<file path="config.mk">
export PLATFORM = sky130hd
export DESIGN_NAME = pgh_final
export DESIGN_NICKNAME = d
export VERILOG_FILES = /design/src/rtl/core/pgh_pkg.sv /design/src/rtl/core/pgh_final.sv
export SDC_FILE = /design/constraint.sdc
export NUM_CORES = 2
export LEC_CHECK = 0
export ABC_CLOCK_PERIOD_IN_PS = 8000
export BUFFER_PORTS_ARGS = -buffer_cell sky130_fd_sc_hd__buf_2
export CAP_MARGIN = 30
export CORE_AREA = 2 2 219 221
export CTS_CLUSTER_SIZE = 40
export DETAILED_ROUTE_END_ITERATION = 12
export DIE_AREA = 0 0 221 223
export GPL_TIMING_DRIVEN = 1
export PLACE_DENSITY = 0.89
export REMOVE_ABC_BUFFERS = 1
export SLEW_MARGIN = 25
export SYNTH_ARGS = -nofsm -noshare
export SYNTH_HDL_FRONTEND = slang
export SYNTH_SLANG_ARGS = --single-unit
</file>
<file path="constraint.sdc">
create_clock -name clk_i -period 8 [get_ports clk_i]
set_input_delay 1.6 -clock clk_i [delete_from_list [all_inputs] [get_ports clk_i]]
set_output_delay 1.6 -clock clk_i [all_outputs]
set_load 0.005 [all_outputs]
</file>
<file path="src/rtl/core/pgh_pkg.sv">
// Package for the path string guid hash block.
// Holds the stage payload types and the hash constants used by all stages.
// No dependencies.
package pgh_pkg;

  // Bytes per input word; also the byte index value meaning "no terminator"
  localparam int unsigned WORD_BYTES = 4;
  localparam logic [2:0]  FULL_WORD  = 3'(WORD_BYTES);

  // Character handling
  localparam logic [7:0]  BSLASH     = 8'h5C;
  localparam logic [7:0]  SLASH_DIFF = 8'd45;
  localparam logic [31:0] CASE_MASK  = 32'hDFDF_DFDF;

  // Word mix multiplier 0xFB8C4D96501, split into its low 32 bits and the bits above
  localparam logic [31:0] FOLD_MUL_LO = 32'hC4D9_6501;
  localparam logic [11:0] FOLD_MUL_HI = 12'hFB8;
  localparam int unsigned MIX_SHIFT   = 24;
  localparam int unsigned MIX_W       = 64 - MIX_SHIFT;

  // Accumulator multiplier and fold shift
  localparam logic [26:0] ACC_MUL    = 27'h633_D5F1;
  localparam int unsigned FOLD_SHIFT = 61;

  // Length multiplier 0xAE502812AA7333, split into its low 32 bits and the bits above
  localparam logic [31:0] LEN_MUL_LO = 32'h12AA_7333;
  localparam logic [23:0] LEN_MUL_HI = 24'hAE_5028;

  // Partial products of the folded word
  typedef struct packed {
    logic [63:0] p_lo;     // folded * low half
    logic [31:0] p_hi;     // folded * high half, low 32 bits
    logic [2:0]  nbytes;   // bytes before terminator, FULL_WORD if none
  } prod_t;

  // Per-string result ahead of the length correction
  typedef struct packed {
    logic [63:0] sum;
    logic [31:0] len;
  } res_t;

endpackage

</file>
<file path="src/rtl/core/pgh_final.sv">
// Length correction and output register of the path string guid hash.
// Multiplies the string length and subtracts it from the accumulated sum.
// Depends on pgh_pkg.
module pgh_final (
  input  logic          clk_i,
  input  logic          rst_ni,
  input  logic          in_valid_i,
  output logic          in_ready_o,
  input  pgh_pkg::res_t in_res_i,
  output logic          out_valid_o,
  input  logic          out_ready_i,
  output logic [63:0]   out_guid_o
);

  logic        l_valid_q;
  logic [63:0] l_sum_q;
  logic [63:0] l_plo_q;
  logic [31:0] l_phi_q;
  logic        l_free;
  logic        o_valid_q;
  logic [63:0] o_guid_q;
  logic        o_free;

  assign o_free     = !o_valid_q || out_ready_i;
  assign l_free     = !l_valid_q || o_free;
  assign in_ready_o = l_free;

  // Length partial products
  always_ff @(posedge clk_i or negedge rst_ni) begin
    if (!rst_ni) begin
      l_valid_q <= 1'b0;
    end else if (l_free) begin
      l_valid_q <= in_valid_i;
    end
  end

  always_ff @(posedge clk_i) begin
    if (l_free && in_valid_i) begin
      l_sum_q <= in_res_i.sum;
      l_plo_q <= 64'(in_res_i.len) * 64'(pgh_pkg::LEN_MUL_LO);
      l_phi_q <= in_res_i.len * 32'(pgh_pkg::LEN_MUL_HI);
    end
  end

  // Output register: sum minus length term
  always_ff @(posedge clk_i or negedge rst_ni) begin
    if (!rst_ni) begin
      o_valid_q <= 1'b0;
    end else if (o_free) begin
      o_valid_q <= l_valid_q;
    end
  end

  always_ff @(posedge clk_i) begin
    if (o_free && l_valid_q) begin
      o_guid_q <= l_sum_q - l_plo_q - {l_phi_q, 32'd0};
    end
  end

  assign out_valid_o = o_valid_q;
  assign out_guid_o  = o_guid_q;

  // Length stage holds its item while the output slot is busy
  a_len_hold: assert property (@(posedge clk_i) disable iff (!rst_ni)
    (l_valid_q && !o_free) |=> (l_valid_q && $stable(l_sum_q) && $stable(l_plo_q)))
    else $error("length stage lost item under stall");

endmodule

</file>
Word-level counts from Yosys, hierarchy flattened
Index checks and enable logic that the tools add are counted.
{ "classes": {"n_mul": 2, "reduce_logical": 6, "n_addsub": 2} }
{ "ops": {"columns": ["operator", "count"], "rows": [
  ["64-bit by 61-bit subtractor with 64-bit output", 1],
  ["64-bit subtractor", 1],
  ["32-bit by 29-bit multiplier with 61-bit output, second input constant", 1],
  ["32-bit by 21-bit multiplier with 29-bit output, second input constant", 1],
  ["1-bit logical AND", 2],
  ["1-bit zero test", 2],
  ["1-bit logical OR", 2]
]} }
{ "totals": {"inputBits": 100, "out_inout_bits": 66, "ff_bits": 220, "elab_cells": 16} }

Longest topological paths before layout
{ "logic_depth": {"depth_word": 4, "mapped_depth": 27, "mapped_depth_nobuf": 27} }

Worst setup path before layout
OpenSTA, ideal clock, no wires.
{ "synth_path": {"path_kind": "input port to flip-flop", "startpoint": "input in_res_i[18] in the netlist's numbering", "endpoint": "register l_plo_q[46] (data pin)", "n_path_buf": 1, "required_time_ns": 7.850, "cell_stages": 26, "arrival_ns": 7.997, "path_slack_ns": -0.147, "setup_ns": 0.150, "path_cell_list": "ha_1 > inv_1 > fa_1 > inv_1 > fa_1 > inv_1 > fa_1 > inv_1 > fa_1 > fa_1 > fa_1 > inv_1 > fa_1 > inv_1 > ha_1 > buf_6 > a21o_1 > a21o_1 > a21o_1 > a221oi_2 > o21ai_1 > a2111oi_2 > nor2_1 > a2111o_1 > a2111o_1 > o211ai_2"} }
{ "synth_between": {"elab_chain_cells": 1} }
{ "synth_rtl": {"columns": ["item", "line_no", "rtl"], "rows": [
  ["start, declared", "pgh_final.sv:9", "input pgh_pkg::res_t in_res_i,"],
  ["32-bit by 29-bit multiplier with 61-bit output", "pgh_final.sv:40", "l_plo_q <= 64'(in_res_i.len) * 64'(pgh_pkg::LEN_MUL_LO);"],
  ["end signal, assigned", "pgh_final.sv:40", null],
  ["end, declared", "pgh_final.sv:17", "logic [63:0] l_plo_q;"]
]} }
No other way between the ends.
A chain may end at the register's enable or synchronous reset.

Final worst setup path
{ "layout_path": {"startpoint": "input in_res_i[17] in the netlist's numbering", "endpoint": "register l_plo_q[60] (data pin)"} }
Same word-level chain as after synthesis.

==> PnR_summary.wiki <==
{| class="wikitable"
! Metric !! Value
|-
| Post-route insts no fill || 4212
|-
| First-pass GRT wire length || between 100000 and 150000 um
|-
| Fraction of final layout cells sized beyond drive strength 1 || between 10% and 20%
|-
| Most frequent standard cell in the layout excluding fill and tap cells || sky130_fd_sc_hd__inv_1
|-
| Fmax || 0.122 GHz
|-
| Core box area || 47100 um^2
|-
| Count of flip-flops with a built-in enable after synthesis || 217
|-
| Estimated wirelength of the detail-placed design || 78200 um
|-
| Number of core rows || 80
|-
| Final worst path period need || 8210 ps
|-
| Final worst setup slack || -211 ps
|-
| Worst hold-check path type || flop to flop
|-
| Post-Syn Area per Cell || 10.4 um^2
|-
| Count of endpoints failing hold in the final timing report || 0
|-
| Number of levels the H-tree was split into || 1
|-
| Critical path capture point type || flop
|-
| Count of synthesis-stage warnings from yosys || 0
|-
| Total via count in the routed design || 24900
|-
| Number of remaining DRC errors || 0
|-
| Worst slew slack as a fraction of its limit || 34.7%
|-
| Post-synthesis instance area || 32600 um^2
|-
| Overflow after GRT || 0
|-
| Worst setup path startpoint || in_res_i[17]
|-
| Clock tree sinks || 219
|-
| Initial antenna violation count || 0
|-
| Layout Skew || approximately 28 ps
|-
| Crit share post-route || 103%
|-
| Total negative setup slack || -971 ps
|-
| Overall routing resource usage || 36.8%
|-
| Average routed wire per standard cell || approximately 22 um
|-
| Sum of routed wire length over all layers || 91400 um
|-
| Layout Utilization || 79.2%
|-
| Cells after synthesis || 3140
|-
| Number of hold buffers added after CTS || 0
|-
| Highest routed layer || met4
|-
| Buffer depth of the longest clock path || 3
|-
| Inst Count DP || around 4200
|-
| Outcome || complete, but fails checks
|-
| I/O Pins || between 150 and 200
|-
| Required time of the critical path || roughly 8400 ps
|-
| Worst Max-Slew Pin Slew || 980 ps
|-
| Largest net degree at the start of global routing || 79
|-
| Met3 WL post-DR || between 9000 and 10000 um
|-
| Via count of the first global-routing pass || 25900
|-
| MaxCap Viol Count || 0
|-
| Clock tree root buffer cell || sky130_fd_sc_hd__clkbuf_16
|-
| Top library cells by usage in the layout, fill and taps aside || sky130_fd_sc_hd__inv_1 (882), sky130_fd_sc_hd__ha_1 (554), sky130_fd_sc_hd__fa_1 (461)
|-
| Unrepaired setup endpoints after global routing || true
|-
| Length in cells of the worst reg-to-reg path || 13
|-
| Number of distinct library cells after synthesis || 74
|-
| Type of the setup path with the least slack || input pin to flop
|-
| Worst-path maximum fanout || 6
|-
| Flip-flop cell with the highest count after synthesis || sky130_fd_sc_hd__edfxtp_1
|-
| Full die area || 49300 um^2
|-
| Count of buffers from port buffering || ~170
|-
| Antenna Cells || 0
|-
| Data arrival time of the critical path || about 8600 ps
|-
| Height of the die || 223 um
|-
| Worst Hold Path Cells || 1
|-
| Worst-skew pair later-pin latency || 530 ps
|-
| Violated checks || negative setup slack
|-
| Die width || 221 um
|-
| Final Wtd Congestion || 1.05
|-
| Max-slew violation count || 0
|-
| Initial cell density of the core || 69.2%
|-
| Number of buffers inserted during clock tree synthesis || 20
|-
| Clock tree from TritonCTS || built
|-
| Antenna violation net count after detailed routing || 0
|-
| Met2 wire len || ~42000 um
|-
| Iteration-0 DRC count of the detailed router || 2314
|-
| Clock-pin slew of the registers on the worst-case setup and hold paths || 70 ps
|-
| Setup violations, final || 6
|-
| Hold Crit Start || l_valid_q$_DFFE_PN0N_
|-
| Share of synthesized registers carrying an async set or reset || 0.913%
|-
| M1 WL || 33700 um
|-
| Final net count || 4718
|-
| Beginning of the worst register-to-register path || l_plo_q[6]$_DFFE_PP_
|-
| Proportion of synthesized chip area in sequential cells || 20.1%
|-
| Crit start category || input pin
|-
| Flip-flop and latch count after synthesis || roughly 220
|-
| First-pass iteration count of the detailed router || 7
|-
| Vias/cell || about 5.9
|-
| P&R area growth vs syn || 14.4%
|}
[worst max-delay path, stage by stage]
cell and delay (ps):
sky130_fd_sc_hd__buf_2 130, sky130_fd_sc_hd__ha_1 340, sky130_fd_sc_hd__fa_1 500, sky130_fd_sc_hd__fa_1 560, sky130_fd_sc_hd__inv_1 60, sky130_fd_sc_hd__fa_1 520
sky130_fd_sc_hd__inv_1 60, sky130_fd_sc_hd__fa_1 550, sky130_fd_sc_hd__fa_2 440, sky130_fd_sc_hd__fa_1 500, sky130_fd_sc_hd__inv_1 70, sky130_fd_sc_hd__fa_1 510
sky130_fd_sc_hd__inv_1 60, sky130_fd_sc_hd__ha_1 200, sky130_fd_sc_hd__buf_4 160, sky130_fd_sc_hd__a211oi_1 230, sky130_fd_sc_hd__o21bai_1 120, sky130_fd_sc_hd__a211oi_2 230
sky130_fd_sc_hd__o31a_1 240, sky130_fd_sc_hd__o211ai_1 150, sky130_fd_sc_hd__buf_4 180, sky130_fd_sc_hd__a31o_2 210, sky130_fd_sc_hd__o41a_1 510, sky130_fd_sc_hd__a311o_1 360
sky130_fd_sc_hd__o211ai_1 90
[registers in the layout, summed over array words and instances, names as in the netlist]
| register | count |
|---|---|
| l_sum_q | 64 |
| out_guid_o | 64 |
| l_plo_q | 60 |
| l_phi_q | 29 |
| l_valid_q | 1 |
| out_valid_o | 1 |
[path summary, 6_finish.rpt]
kind	end	slack [ps]
setup / recovery	l_plo_q[60]$_DFFE_PP_	-210
hold / removal	out_valid_o$_DFFE_PN0P_	500
setup reg to reg	out_guid_o[57]$_DFFE_PP_	4030
hold reg to reg	out_valid_o$_DFFE_PN0P_	500
max in group asynchronous	out_valid_o$_DFFE_PN0P_	7040
min in group asynchronous	l_valid_q$_DFFE_PN0N_	860
[synthesized netlist by cell type, types with 35 or more instances]
| master | count | area, um^2 |
|---|---|---|
| sky130_fd_sc_hd__o21ai_0 | 62 | 310 |
| sky130_fd_sc_hd__ha_1 | 567 | 7090 |
| sky130_fd_sc_hd__edfxtp_1 | 217 | 6520 |
| sky130_fd_sc_hd__a21oi_1 | 138 | 691 |
| sky130_fd_sc_hd__xor2_1 | 40 | 350 |
| sky130_fd_sc_hd__a21o_1 | 88 | 661 |
| sky130_fd_sc_hd__clkbuf_1 | 35 | 131 |
| sky130_fd_sc_hd__inv_1 | 888 | 3330 |
| sky130_fd_sc_hd__xnor2_1 | 105 | 920 |
| sky130_fd_sc_hd__nand2_1 | 86 | 323 |
| sky130_fd_sc_hd__fa_1 | 467 | 9350 |
| sky130_fd_sc_hd__nor2_1 | 82 | 308 |
[layer usage]
metal | global-route usage (%) | up-vias
li1 | - | 11100
met1 | 46.7 | 12000
met2 | 59.8 | 1474
met3 | 7.78 | 394
met4 | 19.6 | 0
met5 | 0 | -
[per-stage QoR]
step | setup slack [ps] | instance area [um^2] | hold WS (ps)
6_report | -211 | 37300 | 500
5_1_grt | -311 | 37300 | 533
4_1_cts | -24.1 | 37000 | 505
3_5_place_dp | -674 | 36300 | 480
3_3_place_gp | -515 | 36300 | 468
2_1_floorplan | -128 | 32500 | 449
[timing repair]
item                       CTS  global route
setup endpoints to repair    7            18
setup buffers                1             4
resized for setup            7            60
pin swaps                    5            41
[cells by family after synthesis]
family | count (synthesis) | share of synthesized area [%]
AOI/OAI and AO/OA | 485 | 9.94
xor gates and xnor gates | 145 | 3.89
and+or+nand+nor | 330 | 4.95
buffers and inverters | 927 | 10.7
DFF | 219 | 20.1
adders and majority gates | 1034 | 50.4
[layout make-up]
cell class / instances / area (um^2)
multi-input cells: 1994 / 22900
fillers: 2721 / 9810
flip-flops and latches: 219 / 6570
inverters: 888 / 3330
repair buffers: 461 / 3120
well taps: 615 / 769
clock buffers: 22 / 508
clock inverters: 13 / 160
Power is not shown: default switching activity piles up to over one toggle a cycle in this logic, so the estimate is an artifact.
