### src/rtl/core/pgh_pkg.sv
// Package for the path string guid hash block.
// Holds the stage payload types and the hash constants used by all stages.
// No dependencies.
package pgh_pkg;

  // Bytes per input word; also the byte index value meaning "no terminator"
  localparam int unsigned WORD_BYTES = 4;
  localparam logic [2:0]  FULL_WORD  = 3'(WORD_BYTES);

  // Character handling
  localparam logic [7:0]  BSLASH     = 8'h5C;
  localparam logic [7:0]  SLASH_DIFF = 8'd45;
  localparam logic [31:0] CASE_MASK  = 32'hDFDF_DFDF;

  // Word mix multiplier 0xFB8C4D96501, split into its low 32 bits and the bits above
  localparam logic [31:0] FOLD_MUL_LO = 32'hC4D9_6501;
  localparam logic [11:0] FOLD_MUL_HI = 12'hFB8;
  localparam int unsigned MIX_SHIFT   = 24;
  localparam int unsigned MIX_W       = 64 - MIX_SHIFT;

  // Accumulator multiplier and fold shift
  localparam logic [26:0] ACC_MUL    = 27'h633_D5F1;
  localparam int unsigned FOLD_SHIFT = 61;

  // Length multiplier 0xAE502812AA7333, split into its low 32 bits and the bits above
  localparam logic [31:0] LEN_MUL_LO = 32'h12AA_7333;
  localparam logic [23:0] LEN_MUL_HI = 24'hAE_5028;

  // Partial products of the folded word
  typedef struct packed {
    logic [63:0] p_lo;     // folded * low half
    logic [31:0] p_hi;     // folded * high half, low 32 bits
    logic [2:0]  nbytes;   // bytes before terminator, FULL_WORD if none
  } prod_t;

  // Per-string result ahead of the length correction
  typedef struct packed {
    logic [63:0] sum;
    logic [31:0] len;
  } res_t;

endpackage

### src/rtl/core/pgh_accum.sv
// Mix register and accumulator stage of the path string guid hash.
// Keeps the running hash and byte count, emits sum and length at the terminator.
// Depends on pgh_pkg.
module pgh_accum (
  input  logic           clk_i,
  input  logic           rst_ni,
  input  logic           in_valid_i,
  output logic           in_ready_o,
  input  pgh_pkg::prod_t in_prod_i,
  output logic           out_valid_o,
  input  logic           out_ready_i,
  output pgh_pkg::res_t  out_res_o
);

  logic                      m_valid_q;
  logic [pgh_pkg::MIX_W-1:0] m_mix_q;
  logic [2:0]                m_nbytes_q;
  logic [63:0]               mix_full;
  logic                      m_term;
  logic                      m_adv;
  logic                      m_free;
  logic                      r_free;
  logic                      r_valid_q;
  pgh_pkg::res_t             r_q;
  logic [63:0]               acc_q;
  logic [63:0]               acc_d;
  logic [31:0]               cnt_q;
  logic [31:0]               cnt_d;
  logic [58:0]               acc_lo_prod;
  logic [31:0]               acc_hi_prod;
  logic [63:0]               sum;

  // Combine the word products, keep bits above the mix shift
  assign mix_full = in_prod_i.p_lo + {in_prod_i.p_hi, 32'd0};

  // Stage control: plain words always drain, terminators need the result slot
  assign m_term     = m_nbytes_q != pgh_pkg::FULL_WORD;
  assign r_free     = !r_valid_q || out_ready_i;
  assign m_adv      = m_valid_q && (!m_term || r_free);
  assign m_free     = !m_valid_q || m_adv;
  assign in_ready_o = m_free;

  // Accumulator times multiplier, taken in two halves
  assign acc_lo_prod = 59'(acc_q[31:0]) * 59'(pgh_pkg::ACC_MUL);
  assign acc_hi_prod = acc_q[63:32] * 32'(pgh_pkg::ACC_MUL);
  assign sum = 64'(acc_lo_prod) + {acc_hi_prod, 32'd0} + 64'(m_mix_q);

  // Next state of the running hash
  always_comb begin
    acc_d = acc_q;
    cnt_d = cnt_q;
    if (m_adv) begin
      if (m_term) begin
        acc_d = '0;
        cnt_d = '0;
      end else begin
        acc_d = sum ^ (sum >> pgh_pkg::FOLD_SHIFT);
        cnt_d = cnt_q + 32'(pgh_pkg::WORD_BYTES);
      end
    end
  end

  // Mix register
  always_ff @(posedge clk_i or negedge rst_ni) begin
    if (!rst_ni) begin
      m_valid_q <= 1'b0;
    end else if (m_free) begin
      m_valid_q <= in_valid_i;
    end
  end

  always_ff @(posedge clk_i) begin
    if (m_free && in_valid_i) begin
      m_mix_q    <= mix_full[63:pgh_pkg::MIX_SHIFT];
      m_nbytes_q <= in_prod_i.nbytes;
    end
  end

  // Running hash and byte count
  always_ff @(posedge clk_i or negedge rst_ni) begin
    if (!rst_ni) begin
      acc_q <= '0;
      cnt_q <= '0;
    end else begin
      acc_q <= acc_d;
      cnt_q <= cnt_d;
    end
  end

  // Result register
  always_ff @(posedge clk_i or negedge rst_ni) begin
    if (!rst_ni) begin
      r_valid_q <= 1'b0;
    end else if (r_free) begin
      r_valid_q <= m_adv && m_term;
    end
  end

  always_ff @(posedge clk_i) begin
    if (m_adv && m_term) begin
      r_q.sum <= sum;
      r_q.len <= cnt_q + 32'(m_nbytes_q);
    end
  end

  assign out_valid_o = r_valid_q;
  assign out_res_o   = r_q;

  // State is fresh after every terminator
  a_clear_after_term: assert property (@(posedge clk_i) disable iff (!rst_ni)
    (m_adv && m_term) |=> (acc_q == 64'd0 && cnt_q == 32'd0))
    else $error("hash state not cleared after terminator");

  // A new result only ever comes from a terminator word
  a_result_source: assert property (@(posedge clk_i) disable iff (!rst_ni)
    $rose(r_valid_q) |-> $past(m_adv && m_term))
    else $error("result without terminator");

  // A waiting terminator never changes the running state
  a_term_hold: assert property (@(posedge clk_i) disable iff (!rst_ni)
    (m_valid_q && m_term && !r_free) |=> ($stable(acc_q) && $stable(cnt_q)))
    else $error("state moved while terminator stalled");

endmodule

### config.mk
export PLATFORM = sky130hd
export DESIGN_NAME = pgh_accum
export DESIGN_NICKNAME = d
export VERILOG_FILES = /design/src/rtl/core/pgh_pkg.sv /design/src/rtl/core/pgh_accum.sv
export SDC_FILE = /design/constraint.sdc
export NUM_CORES = 2
export LEC_CHECK = 0
export BUFFER_PORTS_ARGS = -buffer_cell sky130_fd_sc_hd__buf_4
export CORE_ASPECT_RATIO = 0.5
export CORE_MARGIN = 4
export CORE_UTILIZATION = 45
export DETAILED_ROUTE_END_ITERATION = 12
export GPL_ROUTABILITY_DRIVEN = 0
export PLACE_DENSITY = 0.63
export RECOVER_POWER = 25
export SLEW_MARGIN = 5
export SYNTH_ARGS = -nofsm -noshare
export SYNTH_HDL_FRONTEND = slang
export SYNTH_SLANG_ARGS = --single-unit
### constraint.sdc
create_clock -name clk_i -period 15.25 [get_ports clk_i]
set_input_delay 1.525 -clock clk_i [delete_from_list [all_inputs] [get_ports clk_i]]
set_output_delay 1.525 -clock clk_i [all_outputs]
set_load 0.02 [all_outputs]
# After elaboration in Yosys (flattened, before gate mapping)
# Cells that the tools add are included.
word_totals:
  output_inout_bits: 98
  ramBits: 0
  mem_count: 0
  register_bits: 237
  wordCells: 28
  rom_bits: 0
  latchBits: 0
classes:
  shifts: 0
  multipliers: 2
  n_eq_ne: 1
  div_mod_pow: 0
  n_addsub: 5
  reduce_logical: 9
  magnitude_cmp: 0
  mux: 2
  bitwise_logic: 1
ops:
  columns: ["operator", "count"]
  rows:
  - ["adder 59 x 64 -> 64 bit", 1]
  - ["adder 64 x 40 -> 64 bit", 1]
  - ["adder 64 bit", 1]
  - ["two-way mux 64 bit", 1]
  - ["XOR 64 x 3 -> 64 bit", 1]
  - ["multiplier 32 x 27 -> 59 bit (second input constant)", 1]
  - ["adder 32 x 3 -> 32 bit", 1]
  - ["adder 32 x 3 -> 32 bit (second input constant)", 1]
  - ["multiplier 32 x 27 -> 32 bit (second input constant)", 1]
  - ["two-way mux 32 bit", 1]
  - ["logical AND 1 bit", 3]
  - ["zero test 1 bit", 3]
  - ["logical OR 1 bit", 3]
  - ["inequality test 3 bit (second input constant)", 1]

# Longest topological paths before layout
depth:
  depth_word: 6
  mapped_depth: 37

# Worst setup path before layout
# Ideal clock, no wire load.
synth_path:
  path_type: "register -> register"
  start: "register acc_q[41]"
  end: "register acc_q[2]"
  arrival_time_ns: 8.356
  slack_ns: 6.771
  stages_incl_launch_ff: 35
  path_buffers: 0
  t_required_ns: 15.127
  path_cell_list: "dfrtp_1 fa_1 inv_1 fa_1 fa_1 fa_1 inv_1 fa_1 fa_1 inv_1 fa_1 inv_1 ha_1 a21o_1 a21oi_1 o21bai_1 a21oi_1 o32ai_1 o21ai_0 nand2b_1 a21oi_1 xor2_1 fa_1 inv_1 ha_1 ha_1 ha_1 and3_1 nand2_1 or4_1 o21ai_2 a221oi_2 xor2_2 xnor2_1 o21ai_1"
synth_via:
  elab_chain_len: 5
synth_rtl:
  columns: ["item", "line_no", "text"]
  rows:
  - ["start: declaration", "pgh_accum.sv:25", "logic [63:0] acc_q;"]
  - ["start signal: assignment", "pgh_accum.sv:82", "acc_q <= '0;"]
  - ["start signal: assignment", "pgh_accum.sv:85", "acc_q <= acc_d;"]
  - ["multiplier 32 x 27 -> 32 bit", "pgh_accum.sv:45", "assign acc_hi_prod = acc_q[63:32] * 32'(pgh_pkg::ACC_MUL);"]
  - ["adder 59 x 64 -> 64 bit", "pgh_accum.sv:46", "assign sum = 64'(acc_lo_prod) + {acc_hi_prod, 32'd0} + 64'(m_mix_q);"]
  - ["adder 64 x 40 -> 64 bit", "pgh_accum.sv:46", null]
  - ["named net sum[63]", "pgh_accum.sv:31", "logic [63:0] sum;"]
  - ["XOR 64 x 3 -> 64 bit", "pgh_accum.sv:57", "acc_d = sum ^ (sum >> pgh_pkg::FOLD_SHIFT);"]
  - ["two-way mux 64 bit", "pgh_accum.sv:53", "if (m_term) begin"]
# The timed path passes the listed nets, and every way through them passes these cells.
# A chain may end at the register's enable or synchronous reset.

# Final worst setup path
layout_path:
  start: "register acc_q[35]"
  end: "register acc_q[1]"
# The elaborated chain is that of the path after synthesis.

==> impl_metrics.json <==
{
  "clock_sinks": 235,
  "cts_tree": "built",
  "hold_depth": 0,
  "insertion_delay_ps": 600,
  "io_pins": 201,
  "cp.arrival_ps": 10080,
  "synth_top_area_frac": 0.3416,
  "drt_iter0_markers": 1607,
  "status": "complete, but fails checks",
  "postCtsHoldBufs": 0,
  "antenna_cells": 0,
  "reg2reg_slack_ps": 5660,
  "vias_per_cell": 5.099,
  "cts_root_buffer": "clkbuf_16",
  "multiInputGateArea_um2": 26230,
  "post-dp-hpwl_mm": 82.57,
  "ys_ff_latch": 235,
  "met2_length_mm": 45.41,
  "grt.overflow.total": 0,
  "pre_cts_slack_ps": 5734,
  "yosysSeqAreaShare": 0.1767,
  "antenna_found_initial": 0,
  "drt-met1-wl_mm": 42.54,
  "worstSetupPathType": "flip-flop to flip-flop",
  "syn-num-nets": 4948,
  "reg2regPathDepth": 34,
  "die_width_um": 414.7,
  "initial_core_util": 0.4552,
  "synthFlopType": "edfxtp_1",
  "clock_path_buffers": 3,
  "yosysWarnings": 0,
  "vias": 25130,
  "dr_wl_met3_mm": 5.600,
  "num_rows": 74,
  "route.detailed.drc": 0,
  "drive_gt1_frac": 0.06743,
  "finalNetCount": 5124,
  "avgSynthCellArea_um2": 10.26,
  "async_flop_share": 0.4085,
  "finalCritPeriodShare": 0.6292,
  "cts_buffers": 27,
  "grt_pass1_vias": 26890,
  "fillers": 7543,
  "synth-edff-count": 139,
  "crit_fanout": 8,
  "tightest_slew_ps": 4393,
  "yosys-top-cells-count": "inv_1 (1136), fa_1 (635), ha_1 (581)",
  "fmax_mhz": 104.2,
  "synth_area_leaders": "fa_1 (34%), ha_1 (20%), inv_1 (11%), edfxtp_1 (11%), dfrtp_1 (6.5%)",
  "cp.required_ps": 15740,
  "areaGrowthSynthToFinish_pct": 9.477,
  "post_cts_buffers": 0,
  "die_y_um": 211.4,
  "post-synth-top-count-cell": "inv_1",
  "holdCritPathClass": "flip-flop to flip-flop",
  "final.setup.tns_ps": 0,
  "grt_pass1_wl_mm": 152.5,
  "cts.repair.resized": 0,
  "drv_cap": 2,
  "yosysUniqueCellTypes": 76,
  "track_usage": 0.2245,
  "relSlewSlack": -1.929,
  "violations": "max-capacitance violations, max-slew violations",
  "report.final.slew_viol_count": 99,
  "wl_per_cell_um": 19.47,
  "crit_slowest_cell": "dfrtp_1",
  "crit_path_start_kind": "flip-flop",
  "grt_max_degree": 82,
  "fin_crit_ps": 9595,
  "fin_skew_ps": 23.04,
  "timing_hold_violations_final": 0,
  "critPathMaxStageDelay_ps": 700,
  "yosys.area.top_type": "fa_1",
  "hold_start": "m_nbytes_q[1]",
  "synthesis.area_um2": 37220,
  "setup_ws_ps": 5655,
  "r2r_end": "acc_q[1]",
  "seqCellArea_um2": 6576,
  "drt_first_pass_iters": 5,
  "wl_mm": 95.95,
  "setup_violations": 0,
  "clk_pin_slew_worst_paths_ps": 70,
  "netlist_instances": 3629,
  "ant_nets": 0,
  "dr.max_layer_used": "met4",
  "min_to": "out_res_o[1]",
  "floorplan.die_area_um2": 87650,
  "core_area_um2": 81760,
  "h-tree-depth": 1,
  "portBuffers": 176,
  "rsz0062_at_grt": "no",
  "worstSetupEndpointType": "flip-flop",
  "r2r_start": "acc_q[35]"
}
==> worst max-delay path, delay by kind of cell, from the launching register on <==
kind | cells | cell delay, ps
AO/OA/AOI/OAI | 6 | 1200
flip-flops | 1 | 700
AND/OR/NAND/NOR | 5 | 1320
adder cells (fa/ha/maj) | 13 | 4900
XOR/XNOR | 3 | 730
buffers and inverters | 7 | 620
==> area by class of cell <==
cell class,instances,share of cell area
tap,1102,0.03384
inverter,1137,0.1048
clock inverter,20,0.005036
sequential,235,0.1614
timing repair buffer,189,0.03436
clock buffer,30,0.01686
multi-input combinational,2215,0.6437
==> how the worst max path moves through the flow <==
| stage | from | to | slack [ps] | cells after the start |
|---|---|---|---|---|
| 6_report | acc_q[35] | acc_q[1] | 5660 | 34 |
| 5_1_grt | acc_q[35] | acc_q[1] | 5190 | 34 |
| 4_1_cts | acc_q[35] | acc_q[1] | 5690 | 34 |
| 3_5_place_dp | acc_q[35] | acc_q[1] | 5730 | 34 |
| 3_3_place_gp | acc_q[46] | acc_q[2] | 5780 | 33 |
| 2_1_floorplan | acc_q[41] | acc_q[2] | 6770 | 34 |
==> sequential cells by signal (all words and copies together) (netlist names) <==
register / cells
cnt_q: 30
acc_q: 64
m_valid_q: 1
m_nbytes_q: 3
out_valid_o: 1
m_mix_q: 40
out_res_o: 96
==> layer usage <==
metal	up-vias	global-route usage
li1	11600	-
met1	12730	0.3143
met2	690	0.3759
met3	115	0.03084
met4	0	0.05025
met5	-	0
==> placed cells by master, fill, tap and decap left out, drive strengths merged, types with 10 or more instances in the layout <==
master / count
a211oi: 10
a21o: 55
a21oi: 117
a22o: 27
a31oi: 15
and3: 16
buf: 172
clkbuf: 47
dfrtp: 96
edfxtp: 139
fa: 635
ha: 581
inv: 1143
nand2: 128
nand2b: 18
nand3: 29
nand4: 23
nor2: 94
nor2b: 13
nor3: 16
o21a: 13
o21ai: 120
o21bai: 21
or3: 17
xnor2: 124
xor2: 59
==> cell families after synthesis <==
group	after synthesis	share of synthesized area
xor gates and xnor gates	183	0.04327
and+or+nand+nor	385	0.04922
buffers and inverters	1179	0.1191
DFF	235	0.1767
muxes	2	0.0006723
AOI/OAI and AO/OA	429	0.07407
adders and majority gates	1216	0.5369
==> per-stage QoR <==
stage | utilization | std cells | cell area (um2) | hold WS [ps]
3_5_place_dp | 0.4877 | 4878 | 39870 | 443.7
6_report | 0.4983 | 4928 | 40740 | 458.6
4_1_cts | 0.4986 | 4928 | 40760 | 458.4
5_1_grt | 0.4983 | 4928 | 40740 | 482.6
3_3_place_gp | 0.4877 | 4878 | 39870 | 433.7
2_1_floorplan | - | 3629 | 37220 | 427.2
Power is left out: the tool's default activity adds up to more than one toggle a clock period on the data nets, which glitch-free logic cannot reach.
