[config.mk]
export PLATFORM = sky130hd
export DESIGN_NAME = pgh_fold
export DESIGN_NICKNAME = d
export VERILOG_FILES = /design/src/rtl/core/pgh_pkg.sv /design/src/rtl/core/pgh_fold.sv
export SDC_FILE = /design/constraint.sdc
export NUM_CORES = 1
export LEC_CHECK = 0
export ABC_CLOCK_PERIOD_IN_PS = 11300
export BUFFER_PORTS_ARGS = -buffer_cell sky130_fd_sc_hd__buf_2
export CAP_MARGIN = 15
export CORE_ASPECT_RATIO = 1.5
export CORE_MARGIN = 2
export CORE_UTILIZATION = 35
export DETAILED_ROUTE_END_ITERATION = 12
export PLACE_DENSITY = 0.52
export SETUP_SLACK_MARGIN = 0.05
export SYNTH_ARGS = -nofsm -noshare
export SYNTH_HDL_FRONTEND = slang
export SYNTH_SLANG_ARGS = --single-unit
[constraint.sdc]
create_clock -name clk_i -period 11.3 [get_ports clk_i]
set_input_delay 1.13 -clock clk_i [delete_from_list [all_inputs] [get_ports clk_i]]
set_output_delay 1.13 -clock clk_i [all_outputs]
set_load 0.02 [all_outputs]
[src/rtl/core/pgh_pkg.sv]
// Package for the path string guid hash block.
// Holds the stage payload types and the hash constants used by all stages.
// No dependencies.
package pgh_pkg;

  // Bytes per input word; also the byte index value meaning "no terminator"
  localparam int unsigned WORD_BYTES = 4;
  localparam logic [2:0]  FULL_WORD  = 3'(WORD_BYTES);

  // Character handling
  localparam logic [7:0]  BSLASH     = 8'h5C;
  localparam logic [7:0]  SLASH_DIFF = 8'd45;
  localparam logic [31:0] CASE_MASK  = 32'hDFDF_DFDF;

  // Word mix multiplier 0xFB8C4D96501, split into its low 32 bits and the bits above
  localparam logic [31:0] FOLD_MUL_LO = 32'hC4D9_6501;
  localparam logic [11:0] FOLD_MUL_HI = 12'hFB8;
  localparam int unsigned MIX_SHIFT   = 24;
  localparam int unsigned MIX_W       = 64 - MIX_SHIFT;

  // Accumulator multiplier and fold shift
  localparam logic [26:0] ACC_MUL    = 27'h633_D5F1;
  localparam int unsigned FOLD_SHIFT = 61;

  // Length multiplier 0xAE502812AA7333, split into its low 32 bits and the bits above
  localparam logic [31:0] LEN_MUL_LO = 32'h12AA_7333;
  localparam logic [23:0] LEN_MUL_HI = 24'hAE_5028;

  // Partial products of the folded word
  typedef struct packed {
    logic [63:0] p_lo;     // folded * low half
    logic [31:0] p_hi;     // folded * high half, low 32 bits
    logic [2:0]  nbytes;   // bytes before terminator, FULL_WORD if none
  } prod_t;

  // Per-string result ahead of the length correction
  typedef struct packed {
    logic [63:0] sum;
    logic [31:0] len;
  } res_t;

endpackage

[src/rtl/core/pgh_fold.sv]
// Input register and byte folding stage of the path string guid hash.
// Finds the terminator, maps backslash and case, forms the partial products.
// Depends on pgh_pkg.
module pgh_fold (
  input  logic           clk_i,
  input  logic           rst_ni,
  input  logic           in_valid_i,
  output logic           in_ready_o,
  input  logic [31:0]    in_word_i,
  output logic           out_valid_o,
  input  logic           out_ready_i,
  output pgh_pkg::prod_t out_prod_o
);

  logic           in_valid_q;
  logic [31:0]    in_word_q;
  logic           p_valid_q;
  pgh_pkg::prod_t p_q;
  pgh_pkg::prod_t p_d;
  logic           p_free;
  logic [31:0]    kept;
  logic [31:0]    folded;
  logic [2:0]     nbytes;

  // Handshake between the two registers
  assign p_free     = !p_valid_q || out_ready_i;
  assign in_ready_o = !in_valid_q || p_free;

  // Terminator scan and per-byte mapping
  always_comb begin
    logic       found;
    logic [7:0] b;
    found  = 1'b0;
    kept   = '0;
    nbytes = pgh_pkg::FULL_WORD;
    for (int k = 0; k < pgh_pkg::WORD_BYTES; k++) begin
      b = in_word_q[8*k +: 8];
      if (!found && b == 8'd0) begin
        found  = 1'b1;
        nbytes = 3'(k);
      end
      if (!found) begin
        kept[8*k +: 8] = (b == pgh_pkg::BSLASH) ? b - pgh_pkg::SLASH_DIFF : b;
      end
    end
  end

  assign folded = kept & pgh_pkg::CASE_MASK;

  // Two partial products of the word mix
  always_comb begin
    p_d.p_lo   = 64'(folded) * 64'(pgh_pkg::FOLD_MUL_LO);
    p_d.p_hi   = folded * 32'(pgh_pkg::FOLD_MUL_HI);
    p_d.nbytes = nbytes;
  end

  // Input register
  always_ff @(posedge clk_i or negedge rst_ni) begin
    if (!rst_ni) begin
      in_valid_q <= 1'b0;
    end else if (in_ready_o) begin
      in_valid_q <= in_valid_i;
    end
  end

  always_ff @(posedge clk_i) begin
    if (in_ready_o && in_valid_i) begin
      in_word_q <= in_word_i;
    end
  end

  // Product register
  always_ff @(posedge clk_i or negedge rst_ni) begin
    if (!rst_ni) begin
      p_valid_q <= 1'b0;
    end else if (p_free) begin
      p_valid_q <= in_valid_q;
    end
  end

  always_ff @(posedge clk_i) begin
    if (p_free && in_valid_q) begin
      p_q <= p_d;
    end
  end

  assign out_valid_o = p_valid_q;
  assign out_prod_o  = p_q;

  // A byte index beyond the word would mean the scan is broken
  a_nbytes_range: assert property (@(posedge clk_i) disable iff (!rst_ni)
    p_valid_q |-> (p_q.nbytes <= pgh_pkg::FULL_WORD))
    else $error("byte index out of range");

endmodule

; Yosys cells after proc, flatten, opt, wreduce, memory -nomap -nowiden
; Cells that the tools add are included.
[classes]
n_reduce_logical = 18
n_eq_ne = 4
addsub = 4
n_mul = 2
n_mux = 15
[ops]
columns = op, count
row1 = "multiplier 32 x 32 -> 64 bit, second input constant", 1
row2 = two-way mux 8 bit, 8
row3 = "== test 8 x 7 -> 1 bit, second input constant", 4
row4 = zero test 8 bit, 4
row5 = "multiplier 32 x 9 -> 29 bit, second input constant", 1
row6 = "subtractor 8 x 6 -> 8 bit, second input constant", 4
row7 = logical AND 1 bit, 5
row8 = zero test 1 bit, 5
row9 = two-way mux 1 bit, 5
row10 = two-way mux 3 bit, 1
row11 = OR reduction 3 bit, 1
row12 = logical OR 1 bit, 2
row13 = two-way mux 2 bit, 1
row14 = OR reduction 2 bit, 1
[totals]
regBits = 130
wordCells = 51
out_inout_bits = 101
input_bits = 36

; Depth between registers and ports, before layout
; Gate-level depths: netlist of the first run.
[logic_depth]
depth_word = 13
ltp_mapped = 33
ltp_nobuf = 32

; Worst setup path before layout of the first run
; No wires, ideal clock.
[synth_timing]
path_kind = register to register
start = register in_word_q[0]
end = register p_q, in the netlist out_prod_o[98] (data pin)
path_buffers = 0
t_required_ps = 11029
arrival_ps = 7847
setup_slack_ps = 3183
stages_incl_launch_ff = 31
path_cell_list = edfxtp_1 > inv_1 > ha_1 > nor3b_1 > nand2_1 > o21ai_0 > inv_1 > ha_1 > inv_1 > fa_1 > inv_1 > ha_1 > inv_1 > fa_1 > fa_1 > inv_1 > fa_1 > inv_1 > fa_1 > inv_1 > ha_1 > ha_1 > and3_1 > and3_1 > and2_1 > nand4_1 > o31a_1 > o41a_4 > o2111ai_4 > nand3_1 > nor3b_2
[synth_rtl]
columns = element, line_no
row1 = "start, declared", pgh_fold.sv:16  ; logic [31:0] in_word_q;
row2 = "start signal, assigned", pgh_fold.sv:68  ; in_word_q <= in_word_i;
row3 = "end signal, assigned", pgh_fold.sv:83  ; p_q <= p_d;
row4 = "end, declared", pgh_fold.sv:18  ; pgh_pkg::prod_t p_q;

==> metrics.md, run 1 <==
| Metric | Value |
|---|---|
| Multiplexer area fraction after synthesis | 0.0888% |
| Startpoint types | register |
| CP dominant cell by count | inv_1 |
| M3 GR Usage | 2.41% |
| GRT met1 Usage | 20.3% |
| RSZ-0062 raised after global routing | no |
| Antenna Cells | 0 |
| CP max FO | 19 |
| Max_cap viols | 0 |
| Fin cells | 3096 |
| Starting Density | 35.2% |
| Yosys warns | 0 |
| Area leader, netlist | fa_1 |
| Crit path kind | reg -> reg |
| Via count | 15000 |
| Post-cts resize count | 0 |
| Worst Path Required | 11540 ps |
| Crit path time final | 9420 ps |
| Top post-synthesis cells by area | fa_1, ha_1, edfxtp_1, inv_1, xnor2_1 |
| Reg area | 3830 µm² |
| Largest net degree at the start of global routing | 49 |
| GRT Util Overall | 19.5% |
| Reg clk slew, reported paths | 70 ps |
| Crit path DAT | 9650 ps |
| Synth Area in Compound Gates | 6.78% |
| Max Slew Vio Count | 0 |
| First-pass GRT wire length | 95.8 mm |
| Die Wd | 211 µm |
| CP max-delay cell | edfxtp_1 |
| Total die area | 66500 µm² |
| Slowest stage delay, CP | 750 ps |
| Vias in the first global route | 16700 |
| Rel. slew slack | 28.9% |
| Drt first pass iters | 5 |
| Row cnt | 114 |
| Post-synth EDFFs | 126 |
| Share of synthesized cell area in full adder, half adder and majority cells | 56.8% |
| I/O pin count | 137 |
| # DRC | 0 |
| Initial antenna violation count | 0 |
| Gp weighted congestion | 0.887 |
| Yosys cell types | 63 |
| Post-DP HPWL | 53.6 mm |
| Synth Instances | 2129 |
| Final ANT Viol Nets | 0 |
| Critical R2R Capture | out_prod_o[92] |
| Multi-input logic area | 16400 µm² |
| Largest family of logic cells by synthesized area | adder cells |
| Simple-gate share of the synthesized area | 5.76% |
| Average size of a mapped cell | 10.6 µm² |
| Hold Fails Final Rpt | 0 |
| Worst-Margin Slew | 1070 ps |
| Ys async rst share | 1.56% |
| Ratio of cells with drive above 1 in the final layout | 8.41% |
| Status | finished clean |
| HP Class | in -> async |
| Detailed Route WL | 60.7 mm |
| Synth Flop Type | edfxtp_1 |
| Top-area cell type share of the netlist area | 31.4% |
| TNS Setup | 0 ps |
| Area grow syn2layout | 10.0% |
| 1st-iter DRT viols | 497 |
| Worst reg2reg path depth | 29 |
| FF-to-FF Start | in_word_q[7] |
| GRT overflow | 0 |
| Hold buffers post-CTS | 0 |
| Yosys reg bits | 128 |
| Clk buf depth | 2 |
| CTS tree | built |
| Placed cells | 3064 |
| Mapped Area | 22600 µm² |
| Nets | 3119 |
| Clock Skews | 10.9 ps |
| # H-tree levels | 4 |
| Post-synthesis xor/xnor area fraction | 3.38% |
| Worst skew pair latency | 490 ps |
| Fmax | 106 MHz |
| # Post-CTS Setup Buffers | 0 |
| Port Buffer Count | 132 |
| Vias per cell | 4.84 |
| Fillers | 6353 |
| Die H | 315 µm |
| Pre-CTS WS | 1940 ps |
| Sink Count | 128 |
| Flop-to-flop setup slack | 1880 ps |
| GRT Max-Usage Layer | met2 |
| CTS root buffer | clkbuf_16 |
| Total CTS buffers | 17 |
| Final worst-path cycle share | 83.3% |
| Global Route met2 Usage | 39.0% |
| CP Capture Type | register |
| Final setup margin | 1880 ps |
| Wirelength per Cell | 19.6 µm |
| Final Setup Violations | 0 |
| Seq/Total Area, Yosys | 17.0% |
| Core ar. | 64000 µm² |
| Core Util, Final | 38.7% |
==> worst max-delay path by stage <==
stage	start	endpoint	cells past startpoint
after detailed placement	in_word_q[7]	out_prod_o[92]	29
after floorplan	in_word_q[0]	out_prod_o[98]	30
after global placement	in_word_q[7]	out_prod_o[92]	27
after CTS	in_word_q[7]	out_prod_o[92]	29
after global routing	in_word_q[7]	out_prod_o[92]	29
final	in_word_q[7]	out_prod_o[92]	29
==> stage by stage <==
stage / hold WS (ps) / cell area [µm²]
after CTS: 350 / 24800
after floorplan: 449 / 22600
after global routing: 370 / 24800
after detailed placement: 489 / 24200
final: 409 / 24800
after global placement: 473 / 24200
==> logic make-up (layout without fill, tap and decap cells) <==
family                   after synthesis  after routing
multiplexers                           2              2
flip-flops                           128            128
AO/OA/AOI/OAI                        236            236
other                                  1              4
XOR/XNOR                              87             87
buffers and inverters                605            757
adder cells (fa/ha/maj)              812            812
AND/OR/NAND/NOR                      258            258
==> registers in the layout, summed over array words and instances (netlist names) <==
register	flops
in_valid_q	1
out_prod_o	94
in_word_q	32
out_valid_o	1
==> critical path: cells and delay by family (launching register included) <==
kind | cells | cell delay (ps)
buf+inv | 8 | 1060
simple gates | 7 | 1660
fa+ha+maj | 9 | 4190
compound gates | 5 | 1490
flops | 1 | 750
==> layer usage <==
layer / part of all wire, % / wire length (µm) / vias up
met5: 0 / 0 / -
met4: 3.0 / 1850 / 0
met3: 2.1 / 1270 / 67
li1: - / - / 7091
met2: 59 / 35900 / 218
met1: 36 / 21700 / 7604
==> cell type report <==
type                            instances  area share, %
Inverter                              583           8.82
Sequential cell                       128           15.4
Tap cell                              812           4.09
Clock inverter                         15          0.691
Multi-Input combinational cell       1399           66.3
Clock buffer                           17           1.71
Timing Repair Buffer                  142           2.96
==> placed cells by master, fill, tap and decap left out, types with 3 or more instances in the layout <==
cell / count
o221ai_1: 3
clkbuf_16: 17
o21bai_1: 10
nor3_1: 15
nor3b_1: 3
a211oi_1: 7
nand3_1: 22
a31oi_1: 4
nor2_1: 53
o21ai_1: 6
o21ai_0: 36
conb_1: 4
buf_2: 132
o211ai_1: 5
a21oi_1: 84
or2_2: 10
fa_1: 354
edfxtp_1: 126
xnor2_1: 66
and2_1: 11
a31o_2: 3
and3_1: 18
a211o_1: 3
nor2b_1: 8
inv_1: 583
inv_6: 6
and4_1: 5
a21o_1: 31
nor4_1: 8
a311oi_1: 6
or3_1: 5
nand4_1: 13
nand2b_1: 12
ha_1: 458
buf_4: 10
o21a_1: 15
nand2_1: 67
xor2_1: 21
==> synthesized netlist by cell type (3+ instances only) <==
master and instances:
nor4_1 8, a311oi_1 6, edfxtp_1 126, a21o_1 31, nand2_1 67, and4_1 5
o211ai_1 5, a21oi_1 84, o21ai_0 36, o21bai_1 10, a211oi_1 7, and3_1 18
nor3b_1 3, nor2_1 53, nand4_1 13, nor3_1 15, clkbuf_1 15, o21ai_1 6
and2_1 12, inv_1 583, a31oi_1 4, xor2_1 21, xnor2_1 66, nand3_1 22
or3_1 5, a31o_2 3, nand2b_1 12, nor2b_1 8, o221ai_1 3, fa_1 354
or2_2 10, buf_4 5, a211o_1 3, o21a_1 15, ha_1 458
Power of run 1 is not shown: default switching activity piles up to over one toggle a cycle in this logic, so the estimate is an artifact.
==> run 2, diff against run 1 <==
ABC_CLOCK_PERIOD_IN_PS = 8180   (was 11300)
PLACE_DENSITY = 0.54   (was 0.52)
clock period = 8.18 ns   (was 11.3 ns; I/O delays follow)
==> metrics.md, run 2 (same netlist as run 1, synthesis figures left out) <==
| Metric | Value |
|---|---|
| Status | finished clean (unchanged) |
| Reg clk slew, reported paths | 70 ps (about the same) |
| Row cnt | 114 (unchanged) |
| CP max-delay cell | fa_1 (was edfxtp_1) |
| CP delay by family, top | adder cells (unchanged) |
| HP Class | in -> async (unchanged) |
| Wirelength per Cell | 20.0 µm (was 19.6 µm) |
| # DRC | 0 (unchanged) |
| Startpoint types | register (unchanged) |
| Rel. slew slack | 47.4% (was 28.9%) |
| Worst-Margin Slew | 789 ps (was 1070 ps) |
| Final ANT Viol Nets | 0 (unchanged) |
| Final worst-path cycle share | 96.4% (was 83.3%) |
| Die Wd | 211 µm (unchanged) |
| Max reg flops | 94 (unchanged) |
| CTS tree | built (unchanged) |
| Hold_ws | 113 ps (was 409 ps) |
| Area grow syn2layout | 14.5% (was 10.0%) |
| Clock Skews | 14.2 ps (was 10.9 ps) |
| Worst skew pair latency | 480 ps (was 490 ps) |
| Vias per cell | 4.82 (was 4.84) |
| Via count | 15400 (was 15000) |
| I/O pin count | 137 (unchanged) |
| Crit path kind | reg -> reg (unchanged) |
| Fmax | 127 MHz (was 106 MHz) |
| Post-DP HPWL | 56.3 mm (was 53.6 mm) |
| Starting Density | 35.2% (unchanged) |
| CP Capture Type | register (unchanged) |
| Die H | 315 µm (unchanged) |
| 1st-iter DRT viols | 531 (was 497) |
| Crit path time final | 7890 ps (was 9420 ps) |
| Drt first pass iters | 4 (was 5) |
| Core ar. | 64000 µm² (unchanged) |
| Crit path DAT | 8180 ps (was 9650 ps) |
| GRT Util Overall | 20.2% (was 19.5%) |
| Worst Path Required | 8470 ps (was 11540 ps) |
| GRT overflow | 0 (unchanged) |
| First-pass GRT wire length | 98.9 mm (was 95.8 mm) |
| # H-tree levels | 4 (unchanged) |
| Nets | 3208 (was 3119) |
| Most common cell after layout, fill and taps aside | inv_1 (unchanged) |
| Buf/Inv on CP | 5 (was 8) |
| Slowest stage delay, CP | 570 ps (was 750 ps) |
| CP dominant cell by count | fa_1 (was inv_1) |
| Hold buffers post-CTS | 0 (unchanged) |
| Detailed Route WL | 63.7 mm (was 60.7 mm) |
| Total die area | 66500 µm² (unchanged) |
| Clk buf depth | 2 (unchanged) |
| Most frequent cells in the layout | inv_1, ha_1, fa_1 (unchanged) |
| Final Setup Violations | 0 (unchanged) |
| CTS root buffer | clkbuf_16 (unchanged) |
| Hold Fails Final Rpt | 0 (unchanged) |
| Max_cap viols | 0 (unchanged) |
| CP max FO | 6 (was 19) |
| Fillers | 6272 (was 6353) |
| Gp weighted congestion | 0.905 (was 0.887) |
| Sink Count | 128 (unchanged) |
| Largest net degree at the start of global routing | 49 (unchanged) |
| Vias in the first global route | 17500 (was 16700) |
| Total CTS buffers | 17 (unchanged) |
| Initial antenna violation count | 0 (unchanged) |
| Max Slew Vio Count | 0 (unchanged) |
| Port Buffer Count | 132 (unchanged) |
| RSZ-0062 raised after global routing | no (unchanged) |
| Ratio of cells with drive above 1 in the final layout | 14.5% (was 8.41%) |
[run 2: changes by cell type in the layout (fill, tap and decap cells not counted), sizes merged]
cell	delta
inv	-2
clkinv	+2
bufinv	-1
buf	+89
diode	+1
clkinvlp	+1
[run 2: final timing paths]
| kind | slack [ps] | depth (start not counted) | start | end |
|---|---|---|---|---|
| min | 110 | 1 | rst_ni | out_valid_o |
| min in group clk_i | 510 | 1 | in_word_i[25] | in_word_q[25] |
| max | 290 | 28 | in_word_q[9] | out_prod_o[92] |
| min reg2reg | 510 | 1 | in_valid_q | out_valid_o |
| max in group asynchronous | 7970 | 1 | rst_ni | in_valid_q |
| max reg2reg | 290 | 28 | in_word_q[9] | out_prod_o[92] |
[run 2: layer usage]
layer	part of all wire [%]	GRT usage, %	routed length, µm	up-vias
met4	4.9	9.83	3100	0
met2	58	40.3	37100	241
met3	2.2	2.46	1380	111
met5	0	0	0	-
met1	35	20.3	22100	7741
li1	-	-	-	7279
[run 2: through the flow]
stage | setup WS [ps] | cells | utilization, % | area [µm²] | TNS [ps]
floorplan | 62.7 | 2132 | - | 22600 | 0
global placement | -235 | 3134 | 38.7 | 24800 | -266
detailed placement | -210 | 3134 | 38.7 | 24800 | -589
CTS | 46.2 | 3169 | 39.7 | 25400 | 0
global route | 3.83 | 3185 | 40.3 | 25800 | 0
finish | 291 | 3186 | 40.3 | 25800 | 0
[run 2: worst reg2reg max path: cells and delay by family (launching register included)]
kind	cells	cell delay, ps
compound gates	6	1210
flops	1	440
fa+ha+maj	10	4080
simple gates	7	1340
buf+inv	5	640
[run 2: final cells by class]
class	instances	area, µm²	area share [%]
Tap cell	812	1020	3.93
Sequential cell	128	3830	14.8
Antenna cell	1	2.50	0.00969
Inverter	583	2200	8.52
Timing Repair Buffer	231	1460	5.64
Clock inverter	15	148	0.572
Clock buffer	17	425	1.65
Multi-Input combinational cell	1399	16700	64.8
[run 2: repair_timing]
item / in CTS / in global routing
buffers inserted: 3 / 16
hold endpoints to repair: 0 / 0
pin swaps: 2 / 14
setup endpoints to repair: 10 / 21
gates resized for setup: 14 / 71
Power of run 2 is left out for the same reason.
==> run 3, diff against run 2 <==
CORE_MARGIN = 1   (was 2)
==> metrics.md, run 3 (same netlist as run 1, synthesis figures left out) <==
| Metric | Value |
|---|---|
| Largest net degree at the start of global routing | 59 (was 49) |
| Max Slew Vio Count | 0 (unchanged) |
| Final Setup Violations | 0 (unchanged) |
| Total die area | 65500 µm² (was 66500 µm²) |
| Design Area, Final | 25700 µm² (was 25800 µm²) |
| Ratio of cells with drive above 1 in the final layout | 13.5% (was 14.5%) |
| First-pass GRT wire length | 98.1 mm (was 98.9 mm) |
| Max reg flops | 94 (unchanged) |
| CP Capture Type | register (unchanged) |
| Most common cell after layout, fill and taps aside | inv_1 (unchanged) |
| Reg clk slew, reported paths | 70 ps (about the same) |
| Crit path DAT | 8110 ps (was 8180 ps) |
| Fillers | 6233 (was 6272) |
| Core ar. | 63500 µm² (was 64000 µm²) |
| GRT Util Overall | 20.2% (about the same) |
| Hold buffers post-CTS | 0 (unchanged) |
| Fmax | 127 MHz (about the same) |
| Detailed Route WL | 62.6 mm (was 63.7 mm) |
| Crit path kind | reg -> reg (unchanged) |
| Die H | 313 µm (was 315 µm) |
| CP dominant cell by count | fa_1 (unchanged) |
| Critical R2R Capture | out_prod_o[98] (was out_prod_o[92]) |
| Slowest stage delay, CP | 550 ps (was 570 ps) |
| Final ANT Viol Nets | 0 (unchanged) |
| Post-DP HPWL | 55.9 mm (was 56.3 mm) |
| Vias per cell | 4.83 (was 4.82) |
| Nets | 3202 (was 3208) |
| Starting Density | 35.5% (was 35.2%) |
| Final worst-path cycle share | 96.3% (was 96.4%) |
| Flop-to-flop setup slack | 300 ps (was 290 ps) |
| CP max FO | 6 (unchanged) |
| HP Class | in -> async (unchanged) |
| Most frequent cells in the layout | inv_1, ha_1, fa_1 (unchanged) |
| RSZ-0062 raised after global routing | yes (was no) |
| Clock Skews | 17.1 ps (was 14.2 ps) |
| Clk buf depth | 2 (unchanged) |
| CTS root buffer | clkbuf_16 (unchanged) |
| Via count | 15300 (was 15400) |
| Placed instance area | 24800 µm² (about the same) |
| Worst Path Required | 8420 ps (was 8470 ps) |
| Antenna Cells | 0 (was 1) |
| # H-tree levels | 4 (unchanged) |
| Initial antenna violation count | 0 (unchanged) |
| FF-to-FF Start | in_word_q[0] (was in_word_q[9]) |
| TNS Setup | 0 ps (unchanged) |
| Total CTS buffers | 17 (unchanged) |
| Area grow syn2layout | 13.8% (was 14.5%) |
| Sink Count | 128 (unchanged) |
| Crit path time final | 7880 ps (was 7890 ps) |
| CTS tree | built (unchanged) |
| Startpoint types | register (unchanged) |
| Gp weighted congestion | 0.916 (was 0.905) |
| Die Wd | 209 µm (was 211 µm) |
| # DRC | 0 (unchanged) |
| Rel. slew slack | 46.7% (was 47.4%) |
| Hold Fails Final Rpt | 0 (unchanged) |
| GRT overflow | 0 (unchanged) |
| Critical path origin | in_word_q[0] (was in_word_q[9]) |
| Wirelength per Cell | 19.7 µm (was 20.0 µm) |
| Port Buffer Count | 132 (unchanged) |
| Max_cap viols | 0 (unchanged) |
| CP max-delay cell | fa_1 (unchanged) |
| Worst reg2reg path depth | 30 (was 28) |
| Worst skew pair latency | 490 ps (was 480 ps) |
| Drt first pass iters | 4 (unchanged) |
| Vias in the first global route | 17300 (was 17500) |
| Status | finished clean (unchanged) |
| Worst-Margin Slew | 791 ps (was 789 ps) |
| I/O pin count | 137 (unchanged) |
| Row cnt | 113 (was 114) |
| 1st-iter DRT viols | 619 (was 531) |
[run 3: layout make-up]
type                    instances  area (µm²)  area share [%]
multi-input cells            1399       16700            65.0
flip-flops and latches        128        3830            14.9
inverters                     583        2190            8.55
repair buffers                225        1380            5.36
well taps                     805        1010            3.93
clock buffers                  17         425            1.66
clock inverters                15         151           0.590
[run 3: repair_timing]
action,CTS,global route
pin swaps,0,15
buffers inserted,0,9
gates cloned,0,1
resized for setup,10,54
setup endpoints to repair,12,18
[run 3: how the worst max path moves through the flow]
stage	cells past startpoint	slack, ps	end
final	30	300	out_prod_o[98]
after floorplan	30	60	out_prod_o[98]
after CTS	31	60	out_prod_o[98]
after global placement	29	-120	out_prod_o[92]
after detailed placement	29	-240	out_prod_o[92]
after global routing	30	5	out_prod_o[98]
[run 3: critical path: cells and delay by family, from the launching register on]
family                   cells  cell delay, ps
flip-flops                   1             380
AO/OA/AOI/OAI                6            1290
buffers and inverters        8            1010
AND/OR/NAND/NOR              7            1150
adder cells (fa/ha/maj)      9            3790
[run 3: stage by stage]
| step | hold slack (ps) | util, % | setup WS [ps] | cells |
|---|---|---|---|---|
| after detailed placement | 496 | 39.0 | -242 | 3130 |
| after floorplan | 449 | - | 62.7 | 2132 |
| final | 108 | 40.4 | 301 | 3172 |
| after CTS | 60.2 | 40.0 | 59.8 | 3162 |
| after global routing | 86.2 | 40.4 | 5.18 | 3172 |
| after global placement | 480 | 39.0 | -119 | 3130 |
[run 3: per-layer routing]
metal	GRT usage (%)	vias up	routed length [µm]
met4	7.75	0	2100
li1	-	7254	-
met5	0	-	0
met3	2.28	70	1120
met2	41.0	214	37300
met1	20.6	7774	22100
Power of run 3 is left out for the same reason.
